**src/rtl/kbd_pkg.sv**
```systemverilog
// shared types, scan codes and character tables for the keyboard scan code decoder
package kbd_pkg;

    localparam int unsigned SCAN_W = 8;
    localparam int unsigned KEY_W  = 7;
    localparam int unsigned CHAR_W = 8;
    localparam int unsigned MASK_W = 5;
    localparam int unsigned KIND_W = 2;

    // scan codes (set 1, make codes)
    localparam logic [SCAN_W-1:0] SC_PREFIX  = 8'hE0;
    localparam logic [KEY_W-1:0]  SC_LSHIFT  = 7'h2A;
    localparam logic [KEY_W-1:0]  SC_RSHIFT  = 7'h36;
    localparam logic [KEY_W-1:0]  SC_CAPS    = 7'h3A;
    localparam logic [KEY_W-1:0]  SC_LGUI    = 7'h5B;
    localparam logic [KEY_W-1:0]  SC_RGUI    = 7'h5C;
    localparam logic [KEY_W-1:0]  SC_CTRL    = 7'h1D;
    localparam logic [KEY_W-1:0]  SC_ALT     = 7'h38;
    localparam logic [KEY_W-1:0]  TABLE_LEN  = 7'd58;

    localparam logic [CHAR_W-1:0] GUI_CODE    = 8'hE0;
    localparam logic [CHAR_W-1:0] CASE_OFFSET = 8'd32;

    typedef enum logic [KIND_W-1:0] {
        EV_NONE = 2'd0,
        EV_CHAR = 2'd1,
        EV_GUI  = 2'd2
    } t_kind;

    // modifier mask bits
    localparam int unsigned MB_SHIFT = 0;
    localparam int unsigned MB_CAPS  = 1;
    localparam int unsigned MB_GUI   = 2;
    localparam int unsigned MB_CTRL  = 3;
    localparam int unsigned MB_ALT   = 4;

    // first member lands in the top bits, so kind ends up lowest
    typedef struct packed {
        logic [MASK_W-1:0] mask;
        logic [CHAR_W-1:0] code;
        t_kind             kind;
    } t_event;

    typedef struct packed {
        logic shift;
        logic caps;
    } t_case_ctl;

    function automatic logic [CHAR_W-1:0] plain_char(input logic [5:0] key);
        logic [CHAR_W-1:0] c;
        c = 8'h00;
        unique case (key)
            6'd1:  c = 8'd27;
            6'd2:  c = "1";
            6'd3:  c = "2";
            6'd4:  c = "3";
            6'd5:  c = "4";
            6'd6:  c = "5";
            6'd7:  c = "6";
            6'd8:  c = "7";
            6'd9:  c = "8";
            6'd10: c = "9";
            6'd11: c = "0";
            6'd12: c = "-";
            6'd13: c = "=";
            6'd14: c = 8'd8;
            6'd15: c = 8'd9;
            6'd16: c = "q";
            6'd17: c = "w";
            6'd18: c = "e";
            6'd19: c = "r";
            6'd20: c = "t";
            6'd21: c = "y";
            6'd22: c = "u";
            6'd23: c = "i";
            6'd24: c = "o";
            6'd25: c = "p";
            6'd26: c = "[";
            6'd27: c = "]";
            6'd28: c = 8'd10;
            6'd30: c = "a";
            6'd31: c = "s";
            6'd32: c = "d";
            6'd33: c = "f";
            6'd34: c = "g";
            6'd35: c = "h";
            6'd36: c = "j";
            6'd37: c = "k";
            6'd38: c = "l";
            6'd39: c = ";";
            6'd40: c = 8'd39;  // apostrophe
            6'd41: c = 8'd96;  // backquote
            6'd43: c = 8'd92;  // backslash
            6'd44: c = "z";
            6'd45: c = "x";
            6'd46: c = "c";
            6'd47: c = "v";
            6'd48: c = "b";
            6'd49: c = "n";
            6'd50: c = "m";
            6'd51: c = ",";
            6'd52: c = ".";
            6'd53: c = "/";
            6'd55: c = "*";
            6'd57: c = " ";
            default: c = 8'h00;
        endcase
        return c;
    endfunction

    function automatic logic [CHAR_W-1:0] upper_char(input logic [5:0] key);
        logic [CHAR_W-1:0] c;
        c = 8'h00;
        unique case (key)
            6'd1:  c = 8'd27;
            6'd2:  c = "!";
            6'd3:  c = "@";
            6'd4:  c = "#";
            6'd5:  c = "$";
            6'd6:  c = "%";
            6'd7:  c = "^";
            6'd8:  c = "&";
            6'd9:  c = "*";
            6'd10: c = "(";
            6'd11: c = ")";
            6'd12: c = "_";
            6'd13: c = "+";
            6'd14: c = 8'd8;
            6'd15: c = 8'd9;
            6'd16: c = "Q";
            6'd17: c = "W";
            6'd18: c = "E";
            6'd19: c = "R";
            6'd20: c = "T";
            6'd21: c = "Y";
            6'd22: c = "U";
            6'd23: c = "I";
            6'd24: c = "O";
            6'd25: c = "P";
            6'd26: c = "{";
            6'd27: c = "}";
            6'd28: c = 8'd10;
            6'd30: c = "A";
            6'd31: c = "S";
            6'd32: c = "D";
            6'd33: c = "F";
            6'd34: c = "G";
            6'd35: c = "H";
            6'd36: c = "J";
            6'd37: c = "K";
            6'd38: c = "L";
            6'd39: c = ":";
            6'd40: c = 8'd34;  // double quote
            6'd41: c = "~";
            6'd43: c = "|";
            6'd44: c = "Z";
            6'd45: c = "X";
            6'd46: c = "C";
            6'd47: c = "V";
            6'd48: c = "B";
            6'd49: c = "N";
            6'd50: c = "M";
            6'd51: c = "<";
            6'd52: c = ">";
            6'd53: c = "?";
            6'd55: c = "*";
            6'd57: c = " ";
            default: c = 8'h00;
        endcase
        return c;
    endfunction

endpackage

```
**src/rtl/kbd_char_map.sv**
```systemverilog
// key number to character lookup with shift and caps lock handling
module kbd_char_map
    import kbd_pkg::*;
(
    input  logic [KEY_W-1:0]  i_key,
    input  t_case_ctl         i_ctl,
    output logic [CHAR_W-1:0] o_char
);

    logic [CHAR_W-1:0] base_char;

    always_comb begin
        base_char = 8'h00;
        if (i_key < TABLE_LEN) begin
            base_char = i_ctl.shift ? upper_char(i_key[5:0]) : plain_char(i_key[5:0]);
        end
    end

    // caps lock swaps the case of letters only
    always_comb begin
        o_char = base_char;
        if (i_ctl.caps) begin
            if (base_char >= "a" && base_char <= "z") begin
                o_char = base_char - CASE_OFFSET;
            end else if (base_char >= "A" && base_char <= "Z") begin
                o_char = base_char + CASE_OFFSET;
            end
        end
    end

endmodule

```
**src/rtl/kbd_decode.sv**
```systemverilog
// modifier flag registers and per-byte event decode
module kbd_decode
    import kbd_pkg::*;
(
    input  logic              i_clk,
    input  logic              i_rst_n,
    input  logic [SCAN_W-1:0] i_byte,
    input  logic              i_take,
    output t_event            o_event
);

    logic r_shift, r_caps, r_gui, r_ctrl, r_alt;
    logic n_shift, n_caps, n_gui, n_ctrl, n_alt;

    logic              rel;
    logic [KEY_W-1:0]  key;
    logic [CHAR_W-1:0] map_char;
    t_case_ctl         case_ctl;

    assign rel = i_byte[SCAN_W-1];
    assign key = i_byte[KEY_W-1:0];
    assign case_ctl = '{shift: r_shift, caps: r_caps};

    kbd_char_map u_char_map (
        .i_key  (key),
        .i_ctl  (case_ctl),
        .o_char (map_char)
    );

    // the extended prefix leaves decoding unchanged, so it needs no flag here
    always_comb begin
        n_shift = r_shift;
        n_caps  = r_caps;
        n_gui   = r_gui;
        n_ctrl  = r_ctrl;
        n_alt   = r_alt;
        o_event.kind = EV_NONE;
        o_event.code = '0;
        priority if (i_byte == SC_PREFIX) begin
            // prefix alone produces an empty event
        end else if (key == SC_LSHIFT || key == SC_RSHIFT) begin
            n_shift = !rel;
        end else if (key == SC_CAPS) begin
            if (!rel) begin
                n_caps = !r_caps;
            end
        end else if (key == SC_LGUI || key == SC_RGUI) begin
            n_gui = !rel;
            if (!rel) begin
                o_event.kind = EV_GUI;
                o_event.code = GUI_CODE;
            end
        end else if (key == SC_CTRL) begin
            n_ctrl = !rel;
        end else if (key == SC_ALT) begin
            n_alt = !rel;
        end else if (!rel && map_char != '0) begin
            o_event.kind = EV_CHAR;
            o_event.code = map_char;
        end else begin
            // release of a plain key or unmapped key
        end
        o_event.mask = '0;
        o_event.mask[MB_SHIFT] = n_shift;
        o_event.mask[MB_CAPS]  = n_caps;
        o_event.mask[MB_GUI]   = n_gui;
        o_event.mask[MB_CTRL]  = n_ctrl;
        o_event.mask[MB_ALT]   = n_alt;
    end

    always_ff @(posedge i_clk) begin
        if (!i_rst_n) begin
            r_shift <= 1'b0;
            r_caps  <= 1'b0;
            r_gui   <= 1'b0;
            r_ctrl  <= 1'b0;
            r_alt   <= 1'b0;
        end else if (i_take) begin
            r_shift <= n_shift;
            r_caps  <= n_caps;
            r_gui   <= n_gui;
            r_ctrl  <= n_ctrl;
            r_alt   <= n_alt;
        end
    end

endmodule

```
**src/rtl/keyboard_scancode_decoder.sv**
```systemverilog
// top level of the set-1 keyboard scan code decoder
//
// usage
//   slave stream: one raw set-1 scan byte per request on i_s_axis_tdata
//   master stream: exactly one event per input byte, in input order
//     tdata[1:0] event kind (none, character, gui), tdata[9:2] key code,
//     tdata[14:10] modifier mask after the byte (shift, caps, gui, ctrl, alt)
//   the byte 0xe0 is an extended prefix; it gives an empty event and a
//   prefixed key decodes like its plain counterpart
// timing
//   an accepted byte is held in the input register, is decoded by the
//   table lookup and flag logic, and lands in the result register, where
//   the event is valid and can be taken by the receiver
//   throughput is one byte per cycle while tready stays high, set by the single decode stage
// reset
//   i_rst_n low (synchronous) clears all modifier flags and both valid bits
// stall
//   when the receiver holds tready low, the result register keeps its event
//   and the input register still takes one more byte; after that tready
//   on the slave side falls until the result is taken
module keyboard_scancode_decoder
    import kbd_pkg::*;
(
    input  logic        i_clk,
    input  logic        i_rst_n,
    input  logic        i_s_axis_tvalid,
    output logic        o_s_axis_tready,
    input  logic [7:0]  i_s_axis_tdata,   // [7:0] scan_byte
    output logic        o_m_axis_tvalid,
    input  logic        i_m_axis_tready,
    output logic [15:0] o_m_axis_tdata    // [1:0] event_kind, [9:2] key_code,
                                          // [14:10] modifier_mask, [15] zero
);

    logic              r_in_valid;
    logic [SCAN_W-1:0] r_in_byte;
    logic              r_out_valid;
    t_event            r_out_event;

    logic   out_free;
    logic   advance;
    t_event dec_event;

    // result register empty or being drained this cycle
    assign out_free = !r_out_valid || i_m_axis_tready;
    // the held byte moves through decode into the result register
    assign advance  = r_in_valid && out_free;
    assign o_s_axis_tready = !r_in_valid || out_free;

    kbd_decode u_decode (
        .i_clk   (i_clk),
        .i_rst_n (i_rst_n),
        .i_byte  (r_in_byte),
        .i_take  (advance),
        .o_event (dec_event)
    );

    // input register
    always_ff @(posedge i_clk) begin
        if (!i_rst_n) begin
            r_in_valid <= 1'b0;
        end else if (o_s_axis_tready) begin
            r_in_valid <= i_s_axis_tvalid;
        end
    end

    always_ff @(posedge i_clk) begin
        if (o_s_axis_tready && i_s_axis_tvalid) begin
            r_in_byte <= i_s_axis_tdata;
        end
    end

    // result register
    always_ff @(posedge i_clk) begin
        if (!i_rst_n) begin
            r_out_valid <= 1'b0;
        end else if (advance) begin
            r_out_valid <= 1'b1;
        end else if (i_m_axis_tready) begin
            r_out_valid <= 1'b0;
        end
    end

    always_ff @(posedge i_clk) begin
        if (advance) begin
            r_out_event <= dec_event;
        end
    end

    assign o_m_axis_tvalid = r_out_valid;
    assign o_m_axis_tdata  = {1'b0, r_out_event};

endmodule

```
**config.mk**
```make
export PLATFORM = sky130hd
export DESIGN_NAME = keyboard_scancode_decoder
export DESIGN_NICKNAME = d
export VERILOG_FILES = /design/src/rtl/kbd_pkg.sv /design/src/rtl/kbd_char_map.sv /design/src/rtl/kbd_decode.sv /design/src/rtl/keyboard_scancode_decoder.sv
export SDC_FILE = /design/constraint.sdc
export NUM_CORES = 1
export LEC_CHECK = 0
export ABC_CLOCK_PERIOD_IN_PS = 5400
export BUFFER_PORTS_ARGS = -buffer_cell sky130_fd_sc_hd__buf_4
export CORE_MARGIN = 2
export CORE_UTILIZATION = 50
export DETAILED_ROUTE_END_ITERATION = 16
export PLACE_DENSITY = 0.69
export RECOVER_POWER = 25
export SLEW_MARGIN = 20
export SYNTH_ARGS = -nofsm -noshare
export SYNTH_HDL_FRONTEND = slang
export SYNTH_HIERARCHICAL = 1
export SYNTH_SLANG_ARGS = --single-unit
```
**constraint.sdc**
```tcl
create_clock -name i_clk -period 5.4 [get_ports i_clk]
set_clock_uncertainty 0.05 [all_clocks]
set_input_delay 0.54 -clock i_clk [delete_from_list [all_inputs] [get_ports i_clk]]
set_output_delay 0.54 -clock i_clk [all_outputs]
set_load 0.05 [all_outputs]
```
======== After elaboration in Yosys (flattened, before gate mapping) ========
Memory sizes are Yosys's and may differ from the RTL's. A register that Yosys moved wholly into a read port is not among the register bits.
Cells that the tools add are included.
word-level totals
  bits in registers ....................... 30
  word-level logic and storage cells ...... 79
  output and inout port bits .............. 18
  memory bits (read-only) ................. 896
  bits of input ports ..................... 12
  memories ................................ 2
operators by class
  reduce and logical (&&, ||, !) cells .... 16
  eq/ne operators ......................... 8
  add/subtract/negate cells ............... 2
  $lt $le $gt $ge ......................... 5
  mux-type cells .......................... 35
memories
  memory            depth  width  rd ports  clocked after memory_dff  write ports  line            RTL
  (name not given)  64     7      1         1                         0            kbd_pkg.sv:114  unique case (key)
  (name not given)  64     7      1         1                         0            kbd_pkg.sv:52   unique case (key)
operators with widths
  kind                 count
  $mux 10              5
  $mux 8               5
  $eq 7x6->1 const B   4
  $mux 1               23
  $ge 8x7->1 const B   2
  $le 8x7->1 const B   2
  $eq 7x7->1 const B   2
  $mux 6               2
  $add 8x6->8 const B  1
  $eq 8x8->1 const B   1
  $reduce_bool 8->1    1
  $sub 8x6->8 const B  1
  $eq 7x5->1 const B   1
  $lt 7x6->1 const B   1
  $logic_and 1x1->1    5
  $logic_not 1->1      4
  $logic_or 1x1->1     4
  $reduce_or 3->1      1
  $reduce_bool 2->1    1

======== Longest topological paths before layout ========
  depth after elaboration ................. 13
  depth in mapped cells ................... 17
  gate-level depth less buffers ........... 16

======== By module ========
The synthesis kept the hierarchy.
by module, submodules not included
  module                     cells an instance  instances  area each (um^2)  sequential area each (um^2)
  kbd_char_map               208                1          1501.4            0.0
  keyboard_scancode_decoder  34                 1          805.8             730.7
  kbd_decode                 79                 1          615.6             100.1

======== Worst setup path after synthesis ========
OpenSTA, ideal clock, no wires.
  kind .................................... register to register
  from .................................... register r_in_byte[2]
  to ...................................... register r_out_event (netlist bit o_m_axis_tdata[7]) (data pin)
  library setup time ...................... 0.256 ns
  arrival time ............................ 3.651 ns
  cell stages (with the launch flop) ...... 18
  buffers on the path ..................... 2
  slack ................................... 1.443 ns
  data required time ...................... 5.094 ns
  period minus slack after synthesis ...... 3.957 ns
  cell sequence ........................... edfxtp_1 -> buf_6 -> buf_4 -> inv_1 -> ha_1 -> inv_1 -> a41oi_1 -> o311a_1 -> a32o_1 -> inv_1 -> ha_1 -> nand2_1 -> o41ai_1 -> a21oi_1 -> nor4_1 -> a21oi_1 -> and2_1 -> a31o_2
between the ends
  word-level cells in the longest chain between the ends .. 13
  elaborated cells between the ends (all ways) .. 30
  classes of those cells .................. 2 x add/sub; 5 x order compare; 8 x eq/ne; 8 x mux; 7 x reduce/logical
RTL lines
  what                                             line                             RTL
  start, declared                                  keyboard_scancode_decoder.sv:36  logic [SCAN_W-1:0] r_in_byte;
  start signal, assigned                           keyboard_scancode_decoder.sv:69  r_in_byte <= i_s_axis_tdata;
  $lt 7x6->1 *                                     kbd_char_map.sv:14               if (i_key < TABLE_LEN) begin
  $mux 8 *                                         kbd_char_map.sv:14
  $ge 8x7->1 / $le 8x7->1 (equally long branches)  kbd_char_map.sv:25               end else if (base_char >= "A" && base_char <= "Z") begin
  $logic_and 1x1->1                                kbd_char_map.sv:25
  $mux 8                                           kbd_char_map.sv:25
  $mux 8                                           kbd_char_map.sv:23               if (base_char >= "a" && base_char <= "z") begin
  $mux 8 *                                         kbd_char_map.sv:22               if (i_ctl.caps) begin
  net u_decode.map_char[6]                         kbd_decode.sv:17                 logic [CHAR_W-1:0] map_char;
  $reduce_bool 8->1 *                              kbd_decode.sv:57                 end else if (!rel && map_char != '0) begin
  $logic_and 1x1->1 *                              kbd_decode.sv:57
  $mux 10 *                                        kbd_decode.sv:57
  $mux 10 *                                        kbd_decode.sv:55                 end else if (key == SC_ALT) begin
  $mux 10 *                                        kbd_decode.sv:53                 end else if (key == SC_CTRL) begin
  $mux 10 *                                        kbd_decode.sv:47                 end else if (key == SC_LGUI || key == SC_RGUI) begin
  end signal, assigned                             keyboard_scancode_decoder.sv:86  r_out_event <= dec_event;
  end, declared                                    keyboard_scancode_decoder.sv:38  t_event r_out_event;
The timed path passes the listed nets; every way through them passes the cells marked *.
A chain may end at the register's enable or synchronous reset.

======== Worst setup path after layout ========
  from .................................... register r_in_byte[0]
  to ...................................... register r_out_event (netlist bit o_m_axis_tdata[6]) (data pin)
Same word-level chain as after synthesis.

==> results.py <==
metrics = {
    "setup_path": {
        "crit_type": "flip-flop to flip-flop",
        "path_cells": "inv_1 > ha_1 > nor2b_1 > nor2b_1 > o311a_1 > o221ai_2 > nand3_1 > o41a_1 > o21a_1 > o311ai_2 > nor4_1 > a21oi_1 > and2_1 > and3b_1",
        "crit_path_top_delay_cell": "edfxtp_1",
        "r2r.worst_path.cells": 14,
        "max_stage_delay_ps": 530,
        "required_ps": 5490,
        "startpoint_type": "flip-flop",
        "rr_endpoint": "o_m_axis_tdata[6]",
        "worstSetupEndpointType": "flip-flop",
        "reg2reg_slack_ps": 1260,
        "r2r_start": "r_in_byte[0]",
        "worstPathArrival_ps": 4230,
        "crit_fanout": 9,
        "cpMostUsedCell": "nor2b_1",
    },
    "floorplan": {
        "dieArea_mm2": 0.00647,
        "io_pins": 30,
        "die_width_um": 80.5,
        "fp.dieH_um": 80.5,
        "rows": 27,
        "initial_utilization": 0.524,
        "core_area_mm2": 0.00557,
    },
    "grt": {
        "grt_max_degree": 54,
        "grtUsageTotal": 0.224,
        "grt_pass1_vias": 2339,
        "grt_antenna_before_repair": 0,
        "grt_pass1_wl_um": 11400,
        "grt_overflow": 0,
    },
    "sta": {
        "max_slew_margin": 0.309,
        "fmax_ghz": 0.242,
        "setup-violations-final": 0,
        "rsz0062_at_grt": "no",
        "hold_slack_ps": 410,
        "hold_viol": 0,
        "min_period_over_period": 0.766,
        "finalMaxSlewViolations": 0,
        "tightest_slew_ps": 1040,
        "tns_ps": 0,
        "min_period_ps": 4140,
    },
    "placed_design": {
        "place_hpwl_um": 5030,
        "portBuffers": 28,
        "gp_congestion": 0.879,
        "placedCellCount": 404,
    },
    "pwr": {
        "power.density_mw_per_mm2": 209,
        "ir_worst_vdd_v": 0.000289,
        "power_leakage_nw": 1.28,
    },
    "flow_run": {
        "maxCapViolCount": 0,
    },
    "finish": {
        "layout.cells.non_filler": 412,
        "area_delta_synth_final_pct": 9.97,
        "drive_gt1_frac": 0.206,
        "final_common_cell": "buf_4",
        "num_antenna_cells": 0,
        "finalNetCount": 366,
        "final_cell_mix": "28 x buf_4, 23 x edfxtp_1, 21 x nand2_1",
    },
    "synth": {
        "synthAdderAreaFrac": 0.0642,
        "syn_inst": 321,
        "yosysUniqueCellTypes": 79,
        "syn_avg_cell_area_um2": 9.11,
        "synth_edf_count": 23,
        "ys_async_sr_fraction": 0,
        "synth_fp_nets": 348,
        "yosys.area_share.simple": 0.272,
        "synthMuxAreaShare": 0.0557,
        "ys_warn_count": 6,
        "synth_top_family_by_area": "simple AND/OR/NAND/NOR gates",
        "synthXorXnorAreaFrac": 0.00300,
        "ys.flop_type": "edfxtp_1",
        "seq_area_frac_synth": 0.284,
        "synth-compound-area-share": 0.235,
        "syn_area_mm2": 0.00292,
        "synth.ff_latch_count": 30,
    },
    "hold_path": {
        "hold_path_class": "flip-flop to flip-flop",
        "worstHoldStart": "u_decode/r_gui",
        "hold-path-endpoint": "u_decode/r_gui",
        "holdPathStages": 2,
    },
    "drt": {
        "first_pass_iters": 5,
        "drt-initial-drc-count": 150,
        "vias": 2562,
        "routedWlPerCell_um": 17.0,
        "vias_per_cell": 6.22,
        "drc_errors": 0,
        "final_antenna_net_count": 0,
        "routed_wl_um": 7010,
    },
    "clocking": {
        "numCtsBuffers": 5,
        "insertion_delay_ps": 280,
        "clkTransAtPathRegs_ps": 70,
        "cts_hold_buf": 0,
        "post_cts_resized": 0,
        "clockRootBuffer": "clkbuf_8",
        "cts-htree-levels": 2,
        "cts_num_sinks": 30,
        "cts_tree": "built",
        "cts.path.max_buffers": 2,
        "post_cts_buffers": 0,
    },
    "run_status": {
        "status": "complete, no violations",
    },
}
==> state kept, by name, indices dropped and copies added, names as in the netlist <==
name,flops
o_m_axis_tdata,15
u_decode/r_alt,1
u_decode/r_shift,1
u_decode/r_caps,1
r_in_byte,8
u_decode/r_ctrl,1
r_in_valid,1
u_decode/r_gui,1
o_m_axis_tvalid,1
==> per-stage QoR <==
stage          setup slack, ps  power, mW  utilization  area, um2
2_1_floorplan             1440      0.415            -       2920
3_3_place_gp              1350      0.457        0.559       3120
3_5_place_dp              1310      0.458        0.559       3120
4_1_cts                   1280      0.676        0.579       3230
5_1_grt                    949      0.704        0.577       3210
6_report                  1260      0.673        0.577       3210
==> synthesized netlist by cell type, types with 3 or more instances <==
library cell,n,share of area
o21ai_1,3,0.0051
a21oi_1,19,0.033
o311a_1,5,0.017
a31oi_1,4,0.0086
nand4b_1,3,0.0090
buf_4,11,0.028
and2_1,4,0.0086
nor3b_1,4,0.010
nand2b_1,13,0.028
nand4_1,5,0.011
nand3_1,10,0.017
nor2_1,20,0.026
o22ai_1,3,0.0064
a31o_2,4,0.012
buf_6,3,0.012
mux2i_1,8,0.027
nor2b_1,11,0.024
nor4bb_1,3,0.010
nand2_1,21,0.027
nor3_1,4,0.0068
o31ai_1,3,0.0077
buf_2,10,0.017
inv_1,17,0.022
dfxtp_1,7,0.048
ha_1,15,0.064
a211oi_1,6,0.015
and3b_1,4,0.012
o21ai_0,12,0.021
edfxtp_1,23,0.24
==> metal layers <==
metal | up-vias | global-route usage | part of all wire
met3 | 12 | 0.0438 | 0.067
li1 | 1243 | - | -
met4 | 0 | 0.0475 | 0.011
met1 | 1198 | 0.297 | 0.44
met2 | 109 | 0.378 | 0.48
met5 | - | 0 | 0
==> how the worst max path moves through the flow <==
| stage | from | to | slack, ps |
|---|---|---|---|
| 6_report | r_in_byte[0] | o_m_axis_tdata[6] | 1260 |
| 3_5_place_dp | r_in_byte[3] | o_m_axis_tdata[7] | 1310 |
| 3_3_place_gp | r_in_byte[3] | o_m_axis_tdata[7] | 1350 |
| 2_1_floorplan | r_in_byte[2] | o_m_axis_tdata[7] | 1440 |
| 4_1_cts | r_in_byte[3] | o_m_axis_tdata[7] | 1280 |
| 5_1_grt | r_in_byte[0] | o_m_axis_tdata[0] | 950 |
==> final cells by class <==
type,count,area [um2]
clock buffer,5,68.8
clock inverter,3,40.0
fill,497,2360
inverter,19,71.3
multi-input combinational,246,1840
sequential,30,831
tap,72,90.1
timing repair buffer,37,274
==> power by group <==
part	switching, mW	internal (mW)	leakage (nW)
Clock	0.0821	0.136	0.0579
Combinational	0.116	0.0673	0.949
Sequential	0.0112	0.260	0.277
Total	0.209	0.463	1.28
==> cell families after synthesis <==
| family | count (synthesis) |
|---|---|
| AOI/OAI and AO/OA | 90 |
| xor gates and xnor gates | 1 |
| adders and majority gates | 15 |
| buffers and inverters | 45 |
| DFF | 30 |
| muxes | 13 |
| other | 1 |
| and+or+nand+nor | 126 |
==> critical path: cells and delay by family (launching register included) <==
kind | cells | cell delay [ps]
compound gates | 6 | 1800
fa+ha+maj | 1 | 210
buf+inv | 1 | 220
flops | 1 | 530
simple gates | 6 | 1190
(Power assumes the default switching activity.)
